--- config.mk ---
export PLATFORM = sky130hd
export DESIGN_NAME = counting_pattern_checker_hamming
export DESIGN_NICKNAME = d
export VERILOG_FILES = /design/src/cpch_pkg.sv /design/src/cpch_front.sv /design/src/cpch_back.sv /design/src/counting_pattern_checker_hamming.sv
export SDC_FILE = /design/constraint.sdc
export NUM_CORES = 1
export LEC_CHECK = 0
export ABC_CLOCK_PERIOD_IN_PS = 10500
export BUFFER_PORTS_ARGS = -buffer_cell sky130_fd_sc_hd__buf_2
export CORE_ASPECT_RATIO = 0.9
export CORE_UTILIZATION = 25
export CTS_BUF_LIST = sky130_fd_sc_hd__clkbuf_4 sky130_fd_sc_hd__clkbuf_8
export DETAILED_ROUTE_END_ITERATION = 16
export PLACE_DENSITY = 0.37
export SETUP_SLACK_MARGIN = 0.15
export SKIP_CTS_REPAIR_TIMING = 1
export SYNTH_ARGS = -nofsm -noshare
export SYNTH_HDL_FRONTEND = slang
export SYNTH_SLANG_ARGS = --single-unit
--- constraint.sdc ---
create_clock -name clk -period 10.5 [get_ports clk]
set_input_delay 1.575 -clock clk [delete_from_list [all_inputs] [get_ports clk]]
set_output_delay 1.575 -clock clk [all_outputs]
set_load 0.005 [all_outputs]
--- src/cpch_pkg.sv ---
// Package for the counting pattern checker: widths, item types and Hamming helpers.
// Used by cpch_front, cpch_back and the top level.
`default_nettype none

package cpch_pkg;

  localparam int COUNT_WIDTH = 32;
  localparam int TOTAL_WIDTH = 32;
  localparam logic [3:0] LOCK_RUN_RESET = 4'd5;

  // syndromes that point at a data bit, and the uncorrectable syndrome
  localparam logic [2:0] SYN_D0 = 3'd3;
  localparam logic [2:0] SYN_D1 = 3'd5;
  localparam logic [2:0] SYN_D2 = 3'd6;
  localparam logic [2:0] SYN_UNC = 3'd7;

  typedef logic [COUNT_WIDTH-1:0] count_t;

  // classified item passed from front to back
  typedef struct packed {
    logic [2:0] data;
    logic [2:0] value;
    logic       perr;
    logic       unc;
  } word_t;

  typedef struct packed {
    logic [2:0]             corrected_value;
    logic                   parity_error;
    logic                   uncorrectable;
    logic                   sequence_error;
    logic                   locked;
    logic [2:0]             expected_value;
    logic [TOTAL_WIDTH-1:0] parity_error_total;
    logic [TOTAL_WIDTH-1:0] sequence_error_total;
  } result_t;

  function automatic logic [2:0] parity_of(input logic [2:0] d);
    parity_of = {d[1] ^ d[2], d[0] ^ d[2], d[0] ^ d[1]};
  endfunction

  function automatic count_t sat_inc(input count_t c);
    sat_inc = (c == '1) ? c : c + count_t'(1);
  endfunction

endpackage

`default_nettype wire

--- src/cpch_front.sv ---
// Front end: syndrome decode and single-bit correction, then a two-entry item queue.
// Depends on cpch_pkg.
`default_nettype none

module cpch_front
  import cpch_pkg::*;
(
  input  wire logic       clk,
  input  wire logic       rst,
  input  wire logic       push,
  input  wire logic [7:0] link_byte,
  output logic            full,
  output logic            word_valid,
  output word_t           word,
  input  wire logic       word_take
);

  logic [2:0] data;
  logic [2:0] syn;
  word_t      cls;

  always_comb begin
    data = link_byte[4:2];
    syn = link_byte[7:5] ^ parity_of(data);
    cls.data = data;
    cls.perr = (syn != 3'd0);
    cls.unc = (syn == SYN_UNC);
    unique case (syn)
      SYN_D0:  cls.value = data ^ 3'b001;
      SYN_D1:  cls.value = data ^ 3'b010;
      SYN_D2:  cls.value = data ^ 3'b100;
      default: cls.value = data;
    endcase
  end

  word_t      slot [2];
  logic       wr_ptr;
  logic       rd_ptr;
  logic [1:0] count;
  logic       wr_en;
  logic       rd_en;

  assign full = (count == 2'd2);
  assign word_valid = (count != 2'd0);
  assign word = slot[rd_ptr];
  assign wr_en = push && !full;
  assign rd_en = word_take && word_valid;

  always_ff @(posedge clk) begin
    if (wr_en) begin
      slot[wr_ptr] <= cls;
    end
  end

  always_ff @(posedge clk) begin
    if (rst) begin
      wr_ptr <= 1'b0;
      rd_ptr <= 1'b0;
      count <= 2'd0;
    end else begin
      if (wr_en) begin
        wr_ptr <= ~wr_ptr;
      end
      if (rd_en) begin
        rd_ptr <= ~rd_ptr;
      end
      unique case ({wr_en, rd_en})
        2'b10:   count <= count + 2'd1;
        2'b01:   count <= count - 2'd1;
        default: count <= count;
      endcase
    end
  end

endmodule

`default_nettype wire

--- src/cpch_back.sv ---
// Back end: hunt/lock tracking, sequence check, saturating error counts, result queue.
// Depends on cpch_pkg.
`default_nettype none

module cpch_back
  import cpch_pkg::*;
(
  input  wire logic       clk,
  input  wire logic       rst,
  input  wire logic       lock_run_we,
  input  wire logic [3:0] lock_run,
  input  wire logic       word_valid,
  input  wire word_t      word,
  output logic            word_take,
  output logic            empty,
  output result_t         result,
  input  wire logic       pop
);

  logic       [3:0] lock_run_reg;
  logic             lock_flag;
  logic       [3:0] run_length;
  logic       [2:0] hunt_pattern;
  logic       [2:0] expected_counter;
  count_t           parity_error_count;
  count_t           sequence_error_count;

  logic             lock_flag_next;
  logic       [3:0] run_length_next;
  logic       [2:0] hunt_pattern_next;
  logic       [2:0] expected_counter_next;
  count_t           parity_error_count_next;
  count_t           sequence_error_count_next;

  logic       [3:0] need;
  logic       [2:0] pattern_adv;
  logic             serr;
  result_t          res;

  result_t    slot [2];
  logic       wr_ptr;
  logic       rd_ptr;
  logic [1:0] count;
  logic       rd_en;

  assign word_take = word_valid && (count != 2'd2);
  assign empty = (count == 2'd0);
  assign result = slot[rd_ptr];
  assign rd_en = pop && !empty;

  always_comb begin
    need = (lock_run_reg == 4'd0) ? 4'd1 : lock_run_reg;
    pattern_adv = (run_length == 4'd0) ? word.data : hunt_pattern + 3'd1;
    serr = lock_flag && !word.unc && (word.value != expected_counter);

    lock_flag_next = lock_flag;
    run_length_next = run_length;
    hunt_pattern_next = hunt_pattern;
    expected_counter_next = expected_counter;
    parity_error_count_next = word.perr ? sat_inc(parity_error_count) : parity_error_count;
    sequence_error_count_next = serr ? sat_inc(sequence_error_count) : sequence_error_count;

    priority if (lock_flag) begin
      expected_counter_next = expected_counter + 3'd1;
    end else if (word.perr) begin
      run_length_next = 4'd0;
    end else begin
      // on a match or a restart the pattern ends up equal to the data
      hunt_pattern_next = word.data;
      run_length_next = (word.data == pattern_adv) ? run_length + 4'd1 : 4'd0;
      if (run_length_next == need) begin
        lock_flag_next = 1'b1;
        expected_counter_next = word.data + 3'd1;
      end
    end

    res.corrected_value = word.value;
    res.parity_error = word.perr;
    res.uncorrectable = word.unc;
    res.sequence_error = serr;
    res.locked = lock_flag;
    res.expected_value = lock_flag ? expected_counter : 3'd0;
    res.parity_error_total = TOTAL_WIDTH'(parity_error_count_next);
    res.sequence_error_total = TOTAL_WIDTH'(sequence_error_count_next);
  end

  always_ff @(posedge clk) begin
    if (word_take) begin
      slot[wr_ptr] <= res;
    end
  end

  always_ff @(posedge clk) begin
    if (rst) begin
      lock_run_reg <= LOCK_RUN_RESET;
      lock_flag <= 1'b0;
      run_length <= 4'd0;
      hunt_pattern <= 3'd0;
      expected_counter <= 3'd0;
      parity_error_count <= '0;
      sequence_error_count <= '0;
      wr_ptr <= 1'b0;
      rd_ptr <= 1'b0;
      count <= 2'd0;
    end else begin
      if (lock_run_we) begin
        lock_run_reg <= lock_run;
      end
      if (word_take) begin
        lock_flag <= lock_flag_next;
        run_length <= run_length_next;
        hunt_pattern <= hunt_pattern_next;
        expected_counter <= expected_counter_next;
        parity_error_count <= parity_error_count_next;
        sequence_error_count <= sequence_error_count_next;
        wr_ptr <= ~wr_ptr;
      end
      if (rd_en) begin
        rd_ptr <= ~rd_ptr;
      end
      unique case ({word_take, rd_en})
        2'b10:   count <= count + 2'd1;
        2'b01:   count <= count - 2'd1;
        default: count <= count;
      endcase
    end
  end

endmodule

`default_nettype wire

--- src/counting_pattern_checker_hamming.sv ---
// Counting pattern link checker with Hamming (6,3) correction.
// An item pushed is registered first in the front queue, then in the result queue, before it is
// visible on the result ports (one register stage in the front queue, one in the result queue).
// Throughput: one item per cycle while the queues are not full; front and back each carry a two-entry queue.
// Reset (rst, synchronous): queues empty, hunting, counts zero, lock_run back to 5.
// Depends on cpch_pkg, cpch_front, cpch_back.
`default_nettype none

module counting_pattern_checker_hamming
  import cpch_pkg::*;
(
  input  wire logic                   clk,
  input  wire logic                   rst,
  input  wire logic                   lock_run_we,
  input  wire logic [3:0]             lock_run,
  input  wire logic                   push,
  output logic                        full,
  input  wire logic [7:0]             link_byte,
  output logic                        empty,
  input  wire logic                   pop,
  output logic [2:0]                  corrected_value,
  output logic                        parity_error,
  output logic                        uncorrectable,
  output logic                        sequence_error,
  output logic                        locked,
  output logic [2:0]                  expected_value,
  output logic [TOTAL_WIDTH-1:0]      parity_error_total,
  output logic [TOTAL_WIDTH-1:0]      sequence_error_total
);

  logic    word_valid;
  logic    word_take;
  word_t   word;
  result_t result;

  cpch_front u_front (
    .clk        (clk),
    .rst        (rst),
    .push       (push),
    .link_byte  (link_byte),
    .full       (full),
    .word_valid (word_valid),
    .word       (word),
    .word_take  (word_take)
  );

  cpch_back u_back (
    .clk         (clk),
    .rst         (rst),
    .lock_run_we (lock_run_we),
    .lock_run    (lock_run),
    .word_valid  (word_valid),
    .word        (word),
    .word_take   (word_take),
    .empty       (empty),
    .result      (result),
    .pop         (pop)
  );

  assign corrected_value = result.corrected_value;
  assign parity_error = result.parity_error;
  assign uncorrectable = result.uncorrectable;
  assign sequence_error = result.sequence_error;
  assign locked = result.locked;
  assign expected_value = result.expected_value;
  assign parity_error_total = result.parity_error_total;
  assign sequence_error_total = result.sequence_error_total;

endmodule

`default_nettype wire
Word level (Yosys, flattened, before mapping) --
Memories as Yosys holds them, arrays and structs flattened. A register that Yosys moved wholly into a read port is not among the register bits. Cells that the tools add are included.
Word-level totals: bits in writable memories 164, ROM bits 0, memories 2, bits in registers 87, logic and storage cells 100, bits in latches 0
Cells by class: shift operators 0, add/sub/neg operators 10, mux-type cells 26, bitwise logic cells 13, equality and inequality tests 16, $mul 0, div/mod/pow operators 0, $lt $le $gt $ge 0, reductions and logical operators 20
Memories:
- u_back.slot | depth 2, width 74, rd ports 1, clocked after Yosys merged registers in 1, wr ports 1, line cpch_back.sv:40 | result_t slot [2];
- u_front.slot | depth 2, width 8, rd ports 1, clocked after Yosys merged registers in 1, wr ports 1, line cpch_front.sv:36 | word_t slot [2];
Operators with widths (count):
- $mux W32 | 4
- $add A32 B1 Y32 const B | 2
- $eq A32 B32 Y1 const B | 2
- $mux W3 | 5
- $mux W4 | 3
- $mux W1 | 11
- $add A3 B1 Y3 const B | 3
- $eq A3 B3 Y1 const B | 3
- $not A1 Y1 | 9
- $pmux W3 S3 | 1
- $logic_not A4 Y1 | 2
- $pmux W2 S2 | 2
- $reduce_bool A2 Y1 | 4
- $eq A2 B2 Y1 const B | 3
- $logic_and A1 B1 Y1 | 6
- $reduce_and A3 Y1 | 2
- $add A2 B1 Y2 const B | 2
- $add A4 B1 Y4 const B | 1
- $eq A2 B1 Y1 const B | 2
- $eq A4 B4 Y1 | 1
- $ne A2 B2 Y1 const B | 2
- $sub A2 B1 Y2 const B | 2
- $eq A3 B2 Y1 const B | 1
- $eq A3 B3 Y1 | 1
- other kinds (7) | 11

Depth between registers and ports, before layout --
depth in word-level cells 8, gate-level depth with buffers 10, mapped depth without buffers 8

By module --
From an unflattened synthesis, not the netlist that was laid out.
Second synthesis, totals: cells, all modules 1025, area, all modules 11947.7 sq um
Modules (own cells, without submodules):
- cpch_back | times used 1, cells each 911, area each 10690.3 sq um
- cpch_front | times used 1, cells each 114, area each 1257.5 sq um

Least setup slack after synthesis --
No wires, ideal clock.
kind reg2reg, start point register u_back.count[0], end point memory u_back.slot[0][0] (netlist bit), enable pin, slack 5.998 ns, arrival 3.995 ns, period minus slack after synthesis 4.502 ns, data required time 9.993 ns, cell stages (with the launch flop) 5, library setup time 0.507 ns, cell sequence dfxtp_1 o22ai_1 clkbuf_1 clkbuf_1 nor2_1
On the way: cells in the longest elaborated chain, start to end 4
Ends and longest elaborated chain:
- start, declared | line cpch_back.sv:43 | logic [1:0] count;
- start signal, assigned | line cpch_back.sv:122 | 2'b10: count <= count + 2'd1;
- start signal, assigned | line cpch_back.sv:123 | 2'b01: count <= count - 2'd1;
- start signal, assigned | line cpch_back.sv:124 | default: count <= count;
- $ne A2 B2 Y1 | line cpch_back.sv:46 | assign word_take = word_valid && (count != 2'd2);
- $logic_and A1 B1 Y1 | line cpch_back.sv:46
- $mux W1 | line cpch_back.sv:88 | if (word_take) begin
- $mux W1 (not written as such) | line cpch_back.sv:89 | slot[wr_ptr] <= res;
- end, declared | line cpch_back.sv:40
Every way passes these cells.

==> impl_metrics.yaml <==
power_and_ir_drop:
  p_per_area_mw_per_mm2: 238
  ir_worst_vdd_v: 0.000116
  p_leak_nw: 4.80
synth:
  synth_ff_type: "edfxtp_1"
  synth-warning-count: 0
  yosysTopAreaCell: "edfxtp_1"
  yosys-top-cells-count: "164 x edfxtp_1, 136 x nor2_1, 89 x dfxtp_1, 78 x mux2_2, 76 x xnor2_1"
  syn_avg_cell_area_sq_um: 11.5
  syn_inst: 1009
  post-synth-top-count-cell: "edfxtp_1"
  synth_fp_nets: 1034
  synthTopCellsByArea: "edfxtp_1 43%, dfxtp_1 15%, mux2_2 7.6%"
  synthDominantCellAreaShare_pct: 42.6
  ys_seq_area_share_pct: 58.0
  ys_ff_latch: 253
  async_reset_ff_share_pct: 0
  synth-edff-count: 164
  ys_types: 59
  syn_area_sq_mm: 0.0116
placed_design:
  port-buffer-count: 90
  placed_cell_area_sq_mm: 0.0126
  preCtsSetupSlack_ns: 6.80
  numPlacedInstances: 1662
  gp_congestion: 0.722
  hpwl_mm: 17.0
sta:
  fmax_mhz: 244
  timing.slew.headroom_pct: 36.3
  min_period_over_period_pct: 39.1
  rsz0062_at_grt: "false"
  hold_viol: 0
  tightest_slew_ns: 0.949
  setup_ws_ns: 6.39
  skew_ns: 0.0362
  setup_violations: 0
  setup_tns_ns: 0
  maxSlewViolCount: 0
  fin_crit_ns: 4.11
floorplan:
  fp.dieW_um: 229
  coreArea_sq_mm: 0.0455
  rows: 74
  start_util_pct: 25.4
  io_pins: 93
  die_h_um: 206
  dieArea_sq_mm: 0.0471
clock_tree:
  insertion_delay_ns: 0.61
  numClockSinks: 253
  cts_buffers: 49
  cts-root-buf: "clkbuf_8"
  cts_tree: "yes"
  cts_buffer_depth: 3
  h-tree-depth: 2
  path_clk_slew_ns: 0.06
route:
  routed_via_density: 4.34
  wirelength_mm: 27.1
  first_pass_iters: 5
  wl_per_cell_um: 15.5
  antenna_left: 0
  vias: 7597
  initialDrtViolationCount: 315
  route.detailed.drc: 0
global_routing:
  antenna_found_initial: 1
  gr-total-overflow: 0
  grt_pass1_wl_mm: 42.6
  grt_pass1_vias: 7557
  grt_max_degree: 56
  grt_usage_pct: 11.6
layout:
  antennaDiodeCount: 0
  drive_above_1_share_pct: 23.3
  top_register: "u_back.slot"
  seq_area_sq_mm: 0.00671
  fin_nets: 1130
  design_area_sq_mm: 0.0136
  largest_reg_flops: 148
  fin_cells: 1752
  fillers: 4728
  multi_input_area_sq_mm: 0.00460
  area_growth_pct: 17.6
  reg_top3: "u_back.slot (148), u_back.parity_error_count (32), u_back.sequence_error_count (32)"
run_status:
  status: "finished clean"
worst_setup_path:
  cp_max_fo: 54
  cp-end-kind: "output port"
  arrival_ns: 2.53
  start_kind: "flop"
  critPathKind: "reg -> out"
  crit_required_ns: 8.93
job:
  drv_cap: 0
min_path:
  hold_class: "reg -> reg"
-- critical path, stage by stage, from the launching register on --
cell	delay (ns)
dfxtp_4	0.55
buf_4	0.73
mux2_2	0.47
buf_2	0.14
-- per-stage QoR --
| step | power (mW) | utilization, % | hold WS, ns |
|---|---|---|---|
| after floorplan | 1.94 | - | 0.471 |
| after global placement | 2.33 | 27.8 | 0.495 |
| after detailed placement | 2.33 | 27.8 | 0.500 |
| after CTS | 3.32 | 29.9 | 0.508 |
| after global routing | 3.45 | 29.9 | 0.531 |
| final | 3.23 | 29.9 | 0.507 |
-- layout make-up --
cell class | instances | share of cell area (%)
Clock buffer | 76 | 6.59
Inverter | 17 | 0.469
Sequential cell | 253 | 49.4
Multi-Input combinational cell | 688 | 33.9
Tap cell | 608 | 5.60
Clock inverter | 14 | 0.460
Timing Repair Buffer | 96 | 3.65
-- cells by family (layout without fill, tap and decap cells) --
kind of cell | Yosys count | in the layout | synth area share, %
fa+ha+maj | 8 | 8 | 0.866
mux | 91 | 91 | 8.97
compound gates | 91 | 91 | 5.09
simple gates | 361 | 361 | 14.3
xor+xnor | 137 | 137 | 10.4
flops | 253 | 253 | 58.0
buf+inv | 68 | 203 | 2.36
-- report_power, final --
group	internal, mW	total [mW]	switching (mW)
Sequential	1.32	1.40	0.0809
Combinational	0.373	0.867	0.495
Clock	0.540	0.958	0.418
Total	2.24	3.23	0.993
-- placed cells by master (no fill, tap or decap), types with 40 or more instances in the layout --
cell | synthesis | final
dfxtp_1 | 89 | 88
buf_2 | 8 | 90
nand2_1 | 72 | 72
mux2_2 | 78 | 78
clkbuf_8 | 0 | 52
xnor2_1 | 76 | 76
edfxtp_1 | 164 | 164
nor3_1 | 40 | 40
nor2_1 | 136 | 135
xor2_1 | 61 | 61
-- worst paths after layout --
| check | from | to | slack, ns | cells after the start |
|---|---|---|---|---|
| worst max-delay path | flop | sequence_error | 6.39 | 3 |
| worst min register to register | u_back.hunt_pattern[1] | u_back.hunt_pattern[1] | 0.51 | 2 |
| worst max register to register | flop | u_back.slot[0][31] | 7.32 | 7 |
| worst min-delay path | u_back.hunt_pattern[1] | u_back.hunt_pattern[1] | 0.51 | 2 |
-- metal layers --
metal  share of wire, %  wire length (um)  up-vias  GRT usage [%]
met5              0.055                15        -              0
li1                   -                 -     3786              -
met4                2.1               576        2           3.93
met1                 51             13800     3619           16.3
met3                4.9              1340       43           3.26
met2                 42             11400      147           17.1
(Power assumes the default switching activity.)
